[config.mk]
export PLATFORM = sky130hd
export DESIGN_NAME = clock_discipline_governor_flat
export DESIGN_NICKNAME = d
export VERILOG_FILES = /design/src/sv/cdg_pkg.sv /design/src/sv/cdg_if.sv /design/src/sv/cdg_div.sv /design/src/sv/clock_discipline_governor.sv /design/src/flat_wrapper.sv
export SDC_FILE = /design/constraint.sdc
export NUM_CORES = 2
export LEC_CHECK = 0
export BUFFER_PORTS_ARGS = -buffer_cell sky130_fd_sc_hd__buf_2
export CORE_ASPECT_RATIO = 1.2
export CORE_MARGIN = 3
export CORE_UTILIZATION = 40
export DETAILED_ROUTE_END_ITERATION = 16
export GPL_ROUTABILITY_DRIVEN = 0
export GPL_TIMING_DRIVEN = 0
export PLACE_DENSITY_LB_ADDON = 0.2
export SLEW_MARGIN = 20
export SYNTH_ARGS = -nofsm -noshare
export SYNTH_HDL_FRONTEND = slang
export SYNTH_SLANG_ARGS = --single-unit
export TNS_END_PERCENT = 50
[constraint.sdc]
create_clock -name clk -period 64.9 [get_ports clk]
set_clock_uncertainty 0.15 [all_clocks]
set_input_delay 0 -clock clk [delete_from_list [all_inputs] [get_ports clk]]
set_output_delay 0 -clock clk [all_outputs]
set_load 0.1 [all_outputs]
[src/sv/cdg_pkg.sv]
// Shared types and constants for the clock discipline governor.
package cdg_pkg;

  // Result action codes
  typedef enum logic [1:0] {
    ACT_UPDATE = 2'd0,
    ACT_COLD   = 2'd1,
    ACT_LARGE  = 2'd2
  } action_t;

  // Configuration register indexes
  typedef enum logic [2:0] {
    REG_SLEW_DIV    = 3'd0,
    REG_SLEW_MAX_MS = 3'd1,
    REG_TSYNC_LIM   = 3'd2,
    REG_TSYNC_HYS   = 3'd3,
    REG_FREQ_DIV    = 3'd4,
    REG_FREQ_MAX    = 3'd5,
    REG_RSYNC_LIM   = 3'd6,
    REG_RSYNC_HYS   = 3'd7
  } reg_idx_t;

  // Sequencer states
  typedef enum logic [3:0] {
    ST_IDLE,
    ST_DIFF,
    ST_MAG,
    ST_CLASS,
    ST_DIV1,
    ST_SLEW,
    ST_PDIFF,
    ST_PMAG,
    ST_DIV2,
    ST_PSIGN,
    ST_FMAG,
    ST_DIV3,
    ST_STEP,
    ST_SAVE,
    ST_DONE
  } state_t;

  localparam int unsigned CFG_W  = 30;
  localparam int unsigned TIME_W = 64;

  // Divider request from the sequencer
  typedef struct packed {
    logic              start;
    logic [TIME_W-1:0] num;
    logic [TIME_W-1:0] den;
  } div_req_t;

endpackage

[src/sv/cdg_if.sv]
// Valid/ready channel interfaces for sync events and results.
interface cdg_in_if;
  logic               valid;
  logic               ready;
  logic signed [63:0] ext_time;
  logic               ext_complete;
  logic signed [63:0] int_time;
  logic signed [63:0] abs_time;
  logic               clock_is_set;

  modport source (output valid, ext_time, ext_complete, int_time, abs_time, clock_is_set,
                  input ready);
  modport sink   (input valid, ext_time, ext_complete, int_time, abs_time, clock_is_set,
                  output ready);
endinterface

interface cdg_out_if;
  logic               valid;
  logic               ready;
  logic [1:0]         action;
  logic signed [63:0] load_time;
  logic signed [31:0] slew_out;
  logic signed [31:0] ppb_out;
  logic               time_synced;
  logic               rate_synced;
  logic               offset_over_half_second;

  modport source (output valid, action, load_time, slew_out, ppb_out, time_synced,
                  rate_synced, offset_over_half_second, input ready);
  modport sink   (input valid, action, load_time, slew_out, ppb_out, time_synced,
                  rate_synced, offset_over_half_second, output ready);
endinterface

[src/sv/cdg_div.sv]
// Bit-serial restoring unsigned divider, one quotient bit per cycle.
module cdg_div (
  input  logic                          clk,
  input  logic                          rst_n,
  input  cdg_pkg::div_req_t             req,
  output logic                          done,
  output logic [cdg_pkg::TIME_W-1:0]    quot
);
  localparam int unsigned W  = cdg_pkg::TIME_W;
  localparam int unsigned CW = $clog2(W + 1);

  logic [W-1:0]  rem_r, rem_nxt;
  logic [W-1:0]  quo_r, quo_nxt;
  logic [W-1:0]  den_r;
  logic [CW-1:0] cnt_r;
  logic          busy_r;
  logic          done_r;
  logic [W:0]    shifted;
  logic [W:0]    trial;

  // One restoring step: shift in the next dividend bit, try the subtract
  always_comb begin
    shifted = {rem_r, quo_r[W-1]};
    trial   = shifted - {1'b0, den_r};
    if (!trial[W]) begin
      rem_nxt = trial[W-1:0];
      quo_nxt = {quo_r[W-2:0], 1'b1};
    end else begin
      rem_nxt = shifted[W-1:0];
      quo_nxt = {quo_r[W-2:0], 1'b0};
    end
  end

  // Control
  always_ff @(posedge clk) begin
    if (!rst_n) begin
      busy_r <= 1'b0;
      done_r <= 1'b0;
      cnt_r  <= '0;
    end else begin
      done_r <= 1'b0;
      if (req.start) begin
        busy_r <= 1'b1;
        cnt_r  <= CW'(W);
      end else if (busy_r) begin
        cnt_r <= cnt_r - CW'(1);
        if (cnt_r == CW'(1)) begin
          busy_r <= 1'b0;
          done_r <= 1'b1;
        end
      end
    end
  end

  // Datapath
  always_ff @(posedge clk) begin
    if (req.start) begin
      rem_r <= '0;
      quo_r <= req.num;
      den_r <= req.den;
    end else if (busy_r) begin
      rem_r <= rem_nxt;
      quo_r <= quo_nxt;
    end
  end

  assign done = done_r;
  assign quot = quo_r;
endmodule

[src/sv/clock_discipline_governor.sv]
// Top level: sync event sequencer, configuration registers and result register.
//
// Usage: sync events enter on in_ch (valid/ready); each produces exactly one
// result on out_ch (valid/ready). Configuration registers are written through
// cfg_we/cfg_idx/cfg_wdata; the user must write them only while the block is
// idle, which the block itself does not enforce; writes take effect at once.
// A load event (cold start or large offset) does not use the divider. A normal
// update runs the shared 64-bit bit-serial divider once for the slew; with
// history and a nonzero period it runs it twice more for the period scaling
// and the ppb step (once more when the period is exactly one second and the
// scaling divide is skipped). The divider produces one quotient bit per cycle
// over 64 bits. One event is processed at a time; in_ch.ready is high only
// while the sequencer is idle, from the cycle after the result is registered.
// The result register frees the sequencer: a finished result waits there while
// the next event is accepted; a further result waits in the sequencer until
// the receiver takes the previous one.
// Reset clears the history, slew, ppb and both sync flags, and loads the
// configuration registers with their default values.
module clock_discipline_governor #(
  parameter int unsigned SECOND_SHIFT    = 30,
  parameter int unsigned MS_SHIFT        = 20,
  parameter int unsigned MAX_OFFSET_SECS = 3
) (
  input  logic         clk,
  input  logic         rst_n,
  cdg_in_if.sink       in_ch,
  cdg_out_if.source    out_ch,
  input  logic         cfg_we,
  input  logic [2:0]   cfg_idx,
  input  logic [29:0]  cfg_wdata
);
  localparam int unsigned W = cdg_pkg::TIME_W;
  localparam logic [W-1:0] HALF_SEC = W'(1) << (SECOND_SHIFT - 1);
  localparam logic [W-1:0] ONE_SEC  = W'(1) << SECOND_SHIFT;
  localparam logic [W-1:0] MAX_OFF  = W'(MAX_OFFSET_SECS) << SECOND_SHIFT;

  // Hysteresis flag update on a magnitude
  function automatic logic hyst(input logic flag, input logic [W-1:0] mag,
                                input logic [W-1:0] limit, input logic [W-1:0] hys);
    logic f;
    f = flag;
    if (limit > hys && mag < limit - hys) f = 1'b1;
    if (mag > limit + hys) f = 1'b0;
    return f;
  endfunction

  // Configuration registers
  logic [10:0] slew_div_r, slew_max_r, freq_div_r;
  logic [29:0] tsync_lim_r, tsync_hys_r;
  logic [19:0] freq_max_r, rsync_lim_r, rsync_hys_r;

  always_ff @(posedge clk) begin
    if (!rst_n) begin
      slew_div_r  <= 11'd10;
      slew_max_r  <= 11'd10;
      tsync_lim_r <= 30'd10000000;
      tsync_hys_r <= 30'd1000000;
      freq_div_r  <= 11'd10;
      freq_max_r  <= 20'd1000;
      rsync_lim_r <= 20'd1000;
      rsync_hys_r <= 20'd100;
    end else if (cfg_we) begin
      unique case (cdg_pkg::reg_idx_t'(cfg_idx))
        cdg_pkg::REG_SLEW_DIV:    slew_div_r  <= cfg_wdata[10:0];
        cdg_pkg::REG_SLEW_MAX_MS: slew_max_r  <= cfg_wdata[10:0];
        cdg_pkg::REG_TSYNC_LIM:   tsync_lim_r <= cfg_wdata;
        cdg_pkg::REG_TSYNC_HYS:   tsync_hys_r <= cfg_wdata;
        cdg_pkg::REG_FREQ_DIV:    freq_div_r  <= cfg_wdata[10:0];
        cdg_pkg::REG_FREQ_MAX:    freq_max_r  <= cfg_wdata[19:0];
        cdg_pkg::REG_RSYNC_LIM:   rsync_lim_r <= cfg_wdata[19:0];
        cdg_pkg::REG_RSYNC_HYS:   rsync_hys_r <= cfg_wdata[19:0];
        default: ;
      endcase
    end
  end

  // Sequencer state and working registers
  cdg_pkg::state_t state_r, state_nxt;
  logic [W-1:0] ext_r, int_r, abs_r;
  logic         complete_r, is_set_r;
  logic [W-1:0] diff_r, mag_r;
  logic [W-1:0] ext_per_r, int_per_r, pd_r, ppbd_r, pmag_r;
  logic         sgn_r;
  logic [1:0]   act_r;
  logic [W-1:0] load_r;
  logic         over_r;

  // Persistent governor state
  logic [W-1:0] last_int_r, last_ext_r;
  logic         hist_r;
  logic [31:0]  slew_r, ppb_r;
  logic         tflag_r, rflag_r;

  // Result register
  logic         out_valid_r;
  logic [1:0]   o_act_r;
  logic [W-1:0] o_load_r;
  logic [31:0]  o_slew_r, o_ppb_r;
  logic         o_tflag_r, o_rflag_r, o_over_r;

  cdg_pkg::div_req_t div_req;
  logic              div_done;
  logic [W-1:0]      div_q;

  cdg_div u_div (
    .clk  (clk),
    .rst_n(rst_n),
    .req  (div_req),
    .done (div_done),
    .quot (div_q)
  );

  // Combinational helpers
  logic         cold;
  logic         big_off;
  logic [W-1:0] pd_c, pshift, pnum, pden, pm_c;
  logic [W-1:0] lim, qc;
  logic         slew_neg;
  logic [19:0]  step_mag;
  logic signed [33:0] np;
  logic         out_free;

  always_comb begin
    cold     = !is_set_r && complete_r;
    big_off  = !cold && (mag_r > MAX_OFF);
    pd_c     = int_per_r - ext_per_r;
    pshift   = pd_r << SECOND_SHIFT;
    pnum     = pshift[W-1] ? -pshift : pshift;
    pden     = ext_per_r[W-1] ? -ext_per_r : ext_per_r;
    pm_c     = ppbd_r[W-1] ? -ppbd_r : ppbd_r;
    lim      = W'(slew_max_r) << MS_SHIFT;
    qc       = (div_q > lim) ? lim : div_q;
    slew_neg = !diff_r[W-1] && (diff_r != '0);
    if (slew_neg && qc > W'(64'h8000_0000)) qc = W'(64'h8000_0000);
    if (!slew_neg && qc > W'(64'h7FFF_FFFF)) qc = W'(64'h7FFF_FFFF);
    step_mag = (div_q > W'(freq_max_r)) ? freq_max_r : div_q[19:0];
    if (ppbd_r[W-1]) np = 34'(signed'(ppb_r)) + 34'(step_mag);
    else np = 34'(signed'(ppb_r)) - 34'(step_mag);
    out_free = !out_valid_r || out_ch.ready;
  end

  // Next state and divider requests
  always_comb begin
    state_nxt   = state_r;
    div_req     = '0;
    unique case (state_r)
      cdg_pkg::ST_IDLE:  if (in_ch.valid) state_nxt = cdg_pkg::ST_DIFF;
      cdg_pkg::ST_DIFF:  state_nxt = cdg_pkg::ST_MAG;
      cdg_pkg::ST_MAG:   state_nxt = cdg_pkg::ST_CLASS;
      cdg_pkg::ST_CLASS: begin
        if (cold || big_off) begin
          state_nxt = cdg_pkg::ST_DONE;
        end else begin
          div_req.start = 1'b1;
          div_req.num   = mag_r;
          div_req.den   = (slew_div_r == '0) ? W'(1) : W'(slew_div_r);
          state_nxt     = cdg_pkg::ST_DIV1;
        end
      end
      cdg_pkg::ST_DIV1:  if (div_done) state_nxt = cdg_pkg::ST_SLEW;
      cdg_pkg::ST_SLEW:  state_nxt = cdg_pkg::ST_PDIFF;
      cdg_pkg::ST_PDIFF: begin
        if (!hist_r || ext_per_r == '0) state_nxt = cdg_pkg::ST_SAVE;
        else if (ext_per_r == ONE_SEC) state_nxt = cdg_pkg::ST_FMAG;
        else state_nxt = cdg_pkg::ST_PMAG;
      end
      cdg_pkg::ST_PMAG: begin
        div_req.start = 1'b1;
        div_req.num   = pnum;
        div_req.den   = pden;
        state_nxt     = cdg_pkg::ST_DIV2;
      end
      cdg_pkg::ST_DIV2:  if (div_done) state_nxt = cdg_pkg::ST_PSIGN;
      cdg_pkg::ST_PSIGN: state_nxt = cdg_pkg::ST_FMAG;
      cdg_pkg::ST_FMAG: begin
        div_req.start = 1'b1;
        div_req.num   = pm_c;
        div_req.den   = (freq_div_r == '0) ? W'(1) : W'(freq_div_r);
        state_nxt     = cdg_pkg::ST_DIV3;
      end
      cdg_pkg::ST_DIV3:  if (div_done) state_nxt = cdg_pkg::ST_STEP;
      cdg_pkg::ST_STEP:  state_nxt = cdg_pkg::ST_SAVE;
      cdg_pkg::ST_SAVE:  state_nxt = cdg_pkg::ST_DONE;
      cdg_pkg::ST_DONE:  if (out_free) state_nxt = cdg_pkg::ST_IDLE;
      default:           state_nxt = cdg_pkg::ST_IDLE;
    endcase
  end

  always_ff @(posedge clk) begin
    if (!rst_n) state_r <= cdg_pkg::ST_IDLE;
    else state_r <= state_nxt;
  end

  // Item working registers
  always_ff @(posedge clk) begin
    unique case (state_r)
      cdg_pkg::ST_IDLE: begin
        ext_r      <= in_ch.ext_time;
        int_r      <= in_ch.int_time;
        abs_r      <= in_ch.abs_time;
        complete_r <= in_ch.ext_complete;
        is_set_r   <= in_ch.clock_is_set;
      end
      cdg_pkg::ST_DIFF:  diff_r <= abs_r - ext_r;
      cdg_pkg::ST_MAG:   mag_r  <= diff_r[W-1] ? -diff_r : diff_r;
      cdg_pkg::ST_CLASS: begin
        over_r <= !cold && (mag_r > HALF_SEC);
        if (cold) act_r <= cdg_pkg::ACT_COLD;
        else if (big_off) act_r <= cdg_pkg::ACT_LARGE;
        else act_r <= cdg_pkg::ACT_UPDATE;
        load_r <= (cold || big_off) ? ext_r : '0;
      end
      cdg_pkg::ST_SLEW: begin
        ext_per_r <= ext_r - last_ext_r;
        int_per_r <= int_r - last_int_r;
      end
      cdg_pkg::ST_PDIFF: begin
        pd_r   <= pd_c;
        ppbd_r <= pd_c;
      end
      cdg_pkg::ST_PMAG:  sgn_r <= pshift[W-1] ^ ext_per_r[W-1];
      cdg_pkg::ST_PSIGN: ppbd_r <= sgn_r ? -div_q : div_q;
      cdg_pkg::ST_FMAG:  pmag_r <= pm_c;
      default: ;
    endcase
  end

  // Governor state
  always_ff @(posedge clk) begin
    if (!rst_n) begin
      last_int_r <= '0;
      last_ext_r <= '0;
      hist_r     <= 1'b0;
      slew_r     <= '0;
      ppb_r      <= '0;
      tflag_r    <= 1'b0;
      rflag_r    <= 1'b0;
    end else begin
      unique case (state_r)
        cdg_pkg::ST_CLASS: begin
          if (cold || big_off) begin
            ppb_r      <= '0;
            hist_r     <= 1'b0;
            last_int_r <= '0;
            last_ext_r <= '0;
          end
        end
        cdg_pkg::ST_SLEW: begin
          slew_r  <= slew_neg ? -qc[31:0] : qc[31:0];
          tflag_r <= hyst(tflag_r, mag_r, W'(tsync_lim_r), W'(tsync_hys_r));
        end
        cdg_pkg::ST_STEP: begin
          if (np > 34'sh0_7FFF_FFFF) ppb_r <= 32'h7FFF_FFFF;
          else if (np < -34'sh0_8000_0000) ppb_r <= 32'h8000_0000;
          else ppb_r <= np[31:0];
          rflag_r <= hyst(rflag_r, pmag_r, W'(rsync_lim_r), W'(rsync_hys_r));
        end
        cdg_pkg::ST_SAVE: begin
          last_int_r <= int_r;
          last_ext_r <= ext_r;
          hist_r     <= 1'b1;
        end
        default: ;
      endcase
    end
  end

  // Result register
  always_ff @(posedge clk) begin
    if (!rst_n) begin
      out_valid_r <= 1'b0;
    end else if (state_r == cdg_pkg::ST_DONE && out_free) begin
      out_valid_r <= 1'b1;
    end else if (out_ch.ready) begin
      out_valid_r <= 1'b0;
    end
  end

  always_ff @(posedge clk) begin
    if (state_r == cdg_pkg::ST_DONE && out_free) begin
      o_act_r   <= act_r;
      o_load_r  <= load_r;
      o_slew_r  <= slew_r;
      o_ppb_r   <= ppb_r;
      o_tflag_r <= tflag_r;
      o_rflag_r <= rflag_r;
      o_over_r  <= over_r;
    end
  end

  assign in_ch.ready                    = (state_r == cdg_pkg::ST_IDLE);
  assign out_ch.valid                   = out_valid_r;
  assign out_ch.action                  = o_act_r;
  assign out_ch.load_time               = o_load_r;
  assign out_ch.slew_out                = o_slew_r;
  assign out_ch.ppb_out                 = o_ppb_r;
  assign out_ch.time_synced             = o_tflag_r;
  assign out_ch.rate_synced             = o_rflag_r;
  assign out_ch.offset_over_half_second = o_over_r;
endmodule
[src/flat_wrapper.sv]
// flat-port wrapper written by rule: the top's interface ports become plain ports
module clock_discipline_governor_flat 
#(
  parameter int unsigned SECOND_SHIFT    = 30,
  parameter int unsigned MS_SHIFT        = 20,
  parameter int unsigned MAX_OFFSET_SECS = 3
)
  (clk, rst_n, cfg_we, cfg_idx, cfg_wdata, in_ch_valid, in_ch_ext_time, in_ch_ext_complete, in_ch_int_time, in_ch_abs_time, in_ch_clock_is_set, in_ch_ready, out_ch_valid, out_ch_action, out_ch_load_time, out_ch_slew_out, out_ch_ppb_out, out_ch_time_synced, out_ch_rate_synced, out_ch_offset_over_half_second, out_ch_ready);
  cdg_in_if in_ch_i ();
  cdg_out_if out_ch_i ();
  input  logic clk;
  input  logic rst_n;
  input  logic cfg_we;
  input  logic [2:0] cfg_idx;
  input  logic [29:0] cfg_wdata;
  input wire logic [$bits(in_ch_i.valid)-1:0] in_ch_valid;
  input wire logic [$bits(in_ch_i.ext_time)-1:0] in_ch_ext_time;
  input wire logic [$bits(in_ch_i.ext_complete)-1:0] in_ch_ext_complete;
  input wire logic [$bits(in_ch_i.int_time)-1:0] in_ch_int_time;
  input wire logic [$bits(in_ch_i.abs_time)-1:0] in_ch_abs_time;
  input wire logic [$bits(in_ch_i.clock_is_set)-1:0] in_ch_clock_is_set;
  output wire logic [$bits(in_ch_i.ready)-1:0] in_ch_ready;
  output wire logic [$bits(out_ch_i.valid)-1:0] out_ch_valid;
  output wire logic [$bits(out_ch_i.action)-1:0] out_ch_action;
  output wire logic [$bits(out_ch_i.load_time)-1:0] out_ch_load_time;
  output wire logic [$bits(out_ch_i.slew_out)-1:0] out_ch_slew_out;
  output wire logic [$bits(out_ch_i.ppb_out)-1:0] out_ch_ppb_out;
  output wire logic [$bits(out_ch_i.time_synced)-1:0] out_ch_time_synced;
  output wire logic [$bits(out_ch_i.rate_synced)-1:0] out_ch_rate_synced;
  output wire logic [$bits(out_ch_i.offset_over_half_second)-1:0] out_ch_offset_over_half_second;
  input wire logic [$bits(out_ch_i.ready)-1:0] out_ch_ready;
  assign in_ch_i.valid = in_ch_valid;
  assign in_ch_i.ext_time = in_ch_ext_time;
  assign in_ch_i.ext_complete = in_ch_ext_complete;
  assign in_ch_i.int_time = in_ch_int_time;
  assign in_ch_i.abs_time = in_ch_abs_time;
  assign in_ch_i.clock_is_set = in_ch_clock_is_set;
  assign in_ch_ready = in_ch_i.ready;
  assign out_ch_valid = out_ch_i.valid;
  assign out_ch_action = out_ch_i.action;
  assign out_ch_load_time = out_ch_i.load_time;
  assign out_ch_slew_out = out_ch_i.slew_out;
  assign out_ch_ppb_out = out_ch_i.ppb_out;
  assign out_ch_time_synced = out_ch_i.time_synced;
  assign out_ch_rate_synced = out_ch_i.rate_synced;
  assign out_ch_offset_over_half_second = out_ch_i.offset_over_half_second;
  assign out_ch_i.ready = out_ch_ready;
  clock_discipline_governor #(.SECOND_SHIFT(SECOND_SHIFT), .MS_SHIFT(MS_SHIFT), .MAX_OFFSET_SECS(MAX_OFFSET_SECS)) u_core (.clk(clk), .rst_n(rst_n), .in_ch(in_ch_i), .out_ch(out_ch_i), .cfg_we(cfg_we), .cfg_idx(cfg_idx), .cfg_wdata(cfg_wdata));
endmodule
==> run summary <==
post-route setup slack - 54,420 ps
final hold slack - 54.3 ps
port bufs - 352
crit path max fanout - 10
Cell Pwr Density - 31.2 nW/um^2
MaxCap Viol Count - 0
CP max-delay cell - nor4_2
WS Path Type - reg -> reg
Post-Place Setup Slack - 54,610 ps
vias in the first global route - 66,300
Synth area leader - edfxtp_1
syn_area_per_cell - 9.72 um^2
class of the worst hold path - in -> reg
leakage - 37.2 nW
drt wl/cell - 22.9 um
clk_lat worst skew - 830 ps
Via density - 5.62
fin crit period - 10,480 ps
Placed Area - 87,400 um^2
Yosys reg bits - 1,367
effective utilization at floorplan - 40.5%
Fin Setup TNS - 0 ps
slew margin rel. - 13.9%
Bufs on Longest Clock Path - 3
CTS Buf Count - 150
via count - 68,500
fin. max-slew vios - 0
Critical Path End Type - flop
# Post-CTS Setup Buffers - 0
data required time of the worst path - 65,440 ps
layout cells sized above 1 - 8.04%
period utilisation layout - 16.2%
cts hold-fix bufs - 448
initial antenna violation count - 11
top post-synthesis cells by area - edfxtp_1 35%, dfxtp_1 10%, ha_1 10%
DPL Wire Length - 219,000 um
Yosys cell types - 90
VDD IR-drop max - 0.0292 mV
area grow syn2layout - 18.8%
Yosys warnings - 0
clock share of power - 29.0%
combinational share of power - 32.2%
RSZ-0062 raised after global routing - false
# setup viols final - 0
status - finished, final reports clean
xor and xnor area share after synthesis - 7.81%
First-pass DRT Iterations - 11
Mapped Area - 81,600 um^2
drt total wl - 279,000 um
Clock transition at path regs - 60 ps
Total GRT Usage - 25.9%
leading cell type by number of instances after synthesis - edfxtp_1
fin area - 96,900 um^2
Cell Rows - 180
post-CTS sizing - 0
sequential share of power - 38.8%
core area - 202,000 um^2
Yosys top cell area share - 34.6%
Max Freq - 95.4 MHz
arrival time worst endpoint - 11,030 ps
CP Launch Type - flop
final net count - 10,300
Cells after Synth - 8,396
post-synthesis mux area share - 1.03%
H-tree lvl count - 4
Post-Synth Simple-Gate Area - 13.4%
Final Hold Vio Count - 0
Worst-Margin Slew - 1270 ps
CTS tree - built
Synth top cells by count - 941 x edfxtp_1, 773 x nand2_1, 710 x a21oi_1
Die Footprint - 209,000 um^2
Die Span Y - 501 um
Sw Ratio - 34.6%
Synth Area in Adders - 10.5%
die width - 418 um
Synth Area in Compound Gates - 17.9%
number of synthesized flops with an enable pin - 941
Main synth FF type - edfxtp_1
main combinational cell family by area after synthesis - compound AO/OA/AOI/OAI gates
Async SR Flop Fraction - 0%
P_int - 1.98 mW
DRC viols - 0
largest net degree at the start of global routing - 73
root buffer cell - clkbuf_16
Most Frequent Cell on Critical Path - or3_1
# clock sinks - 1,367
1st-iter DRT viols - 6,318
worst stage delay on the critical path - 1020 ps
Mapped Nets - 9,304
first-pass GRT wire length - 411,000 um
Seq/Total Area, Yosys - 45.1%
I/O pin count - 367
Antenna Nets Post-Route - 0
grt total ovfl - 0
sw power - 1.05 mW
-- cells in the final DEF (no fill, tap or decap), types with 78 or more instances in the layout --
cell type	netlist	layout
nand3_1	143	143
and2_1	95	95
o31ai_1	108	108
dfxtp_1	426	426
xor2_1	178	178
nor3_1	127	121
nand2_1	773	772
clkbuf_16	0	153
edfxtp_1	941	941
buf_2	9	384
or3_1	81	81
a22oi_1	150	150
nand2b_1	110	110
nor2_1	623	622
xnor2_1	549	549
dlygate4sd3_1	0	448
nand4_1	89	89
nor2b_1	89	89
a21o_1	252	251
o21a_1	78	78
ha_1	666	666
inv_1	604	602
clkbuf_1	266	288
a21oi_1	710	710
o21ai_0	448	447
-- path summary, 6_finish.rpt --
check,startpoint,endpoint,slack (ps),cells past startpoint
max,u_core.u_div.quot[56]$_DFFE_PP_,u_core.ppb_r[24]$_SDFFE_PN0P_,54420,32
min,cfg_wdata[2],u_core.freq_div_r[2]$_SDFFE_PN0P_,50,4
max reg2reg,u_core.u_div.quot[56]$_DFFE_PP_,u_core.ppb_r[24]$_SDFFE_PN0P_,54420,32
min reg2reg,u_core.load_r[12]$_SDFFCE_PN0P_,u_core.out_ch.load_time[12]$_DFFE_PP_,270,0
-- metal layers --
layer	share of wire (%)	wire length (um)	track usage (%)	vias up
li1	-	-	-	32400
met1	40	113000	32.2	32900
met5	0.016	46	0	-
met4	5.9	16400	13.4	6
met3	7.1	19800	4.53	615
met2	47	130000	42.9	2538
-- final cells by class --
class / count / area (um^2)
multi-input combinational: 6105 / 41400
clock buffer: 191 / 4080
timing repair buffer: 874 / 6950
fill: 18700 / 105000
inverter: 607 / 2290
tap: 2639 / 3300
clock inverter: 84 / 945
sequential: 1367 / 36800
buffer: 317 / 1240
antenna: 7 / 17.5
-- cells by family after synthesis --
| logic type | after synthesis |
|---|---|
| buf+inv | 924 |
| flops | 1367 |
| xor+xnor | 727 |
| simple gates | 2337 |
| fa+ha+maj | 676 |
| compound gates | 2282 |
| mux | 83 |
-- per-stage QoR --
step           total power [mW]  util, %  std cells
6_report                   3.03     48.1      12200
5_1_grt                    3.18     48.1      12200
4_1_cts                    3.03     48.1      12200
3_5_place_dp               2.13     43.4      11500
3_3_place_gp               2.15     43.0      11400
2_1_floorplan              1.86        -       8396
-- power by group through the flow --
stage | clock network (mW) | registers (mW) | logic [mW]
floorplan | 0 | 1.16 | 0.699
global placement | 0 | 1.23 | 0.911
detailed placement | 0 | 1.19 | 0.940
CTS | 0.892 | 1.17 | 0.966
global route | 0.926 | 1.18 | 1.08
finish | 0.877 | 1.17 | 0.975
-- critical path, delay by kind of cell, from the launching register on --
family,cells,cell delay (ps)
buf+inv,5,1910
fa+ha+maj,2,700
compound gates,10,1810
simple gates,11,4010
mux,2,660
flops,1,430
xor+xnor,2,670
No activity file was read; power rests on OpenSTA's default activity.
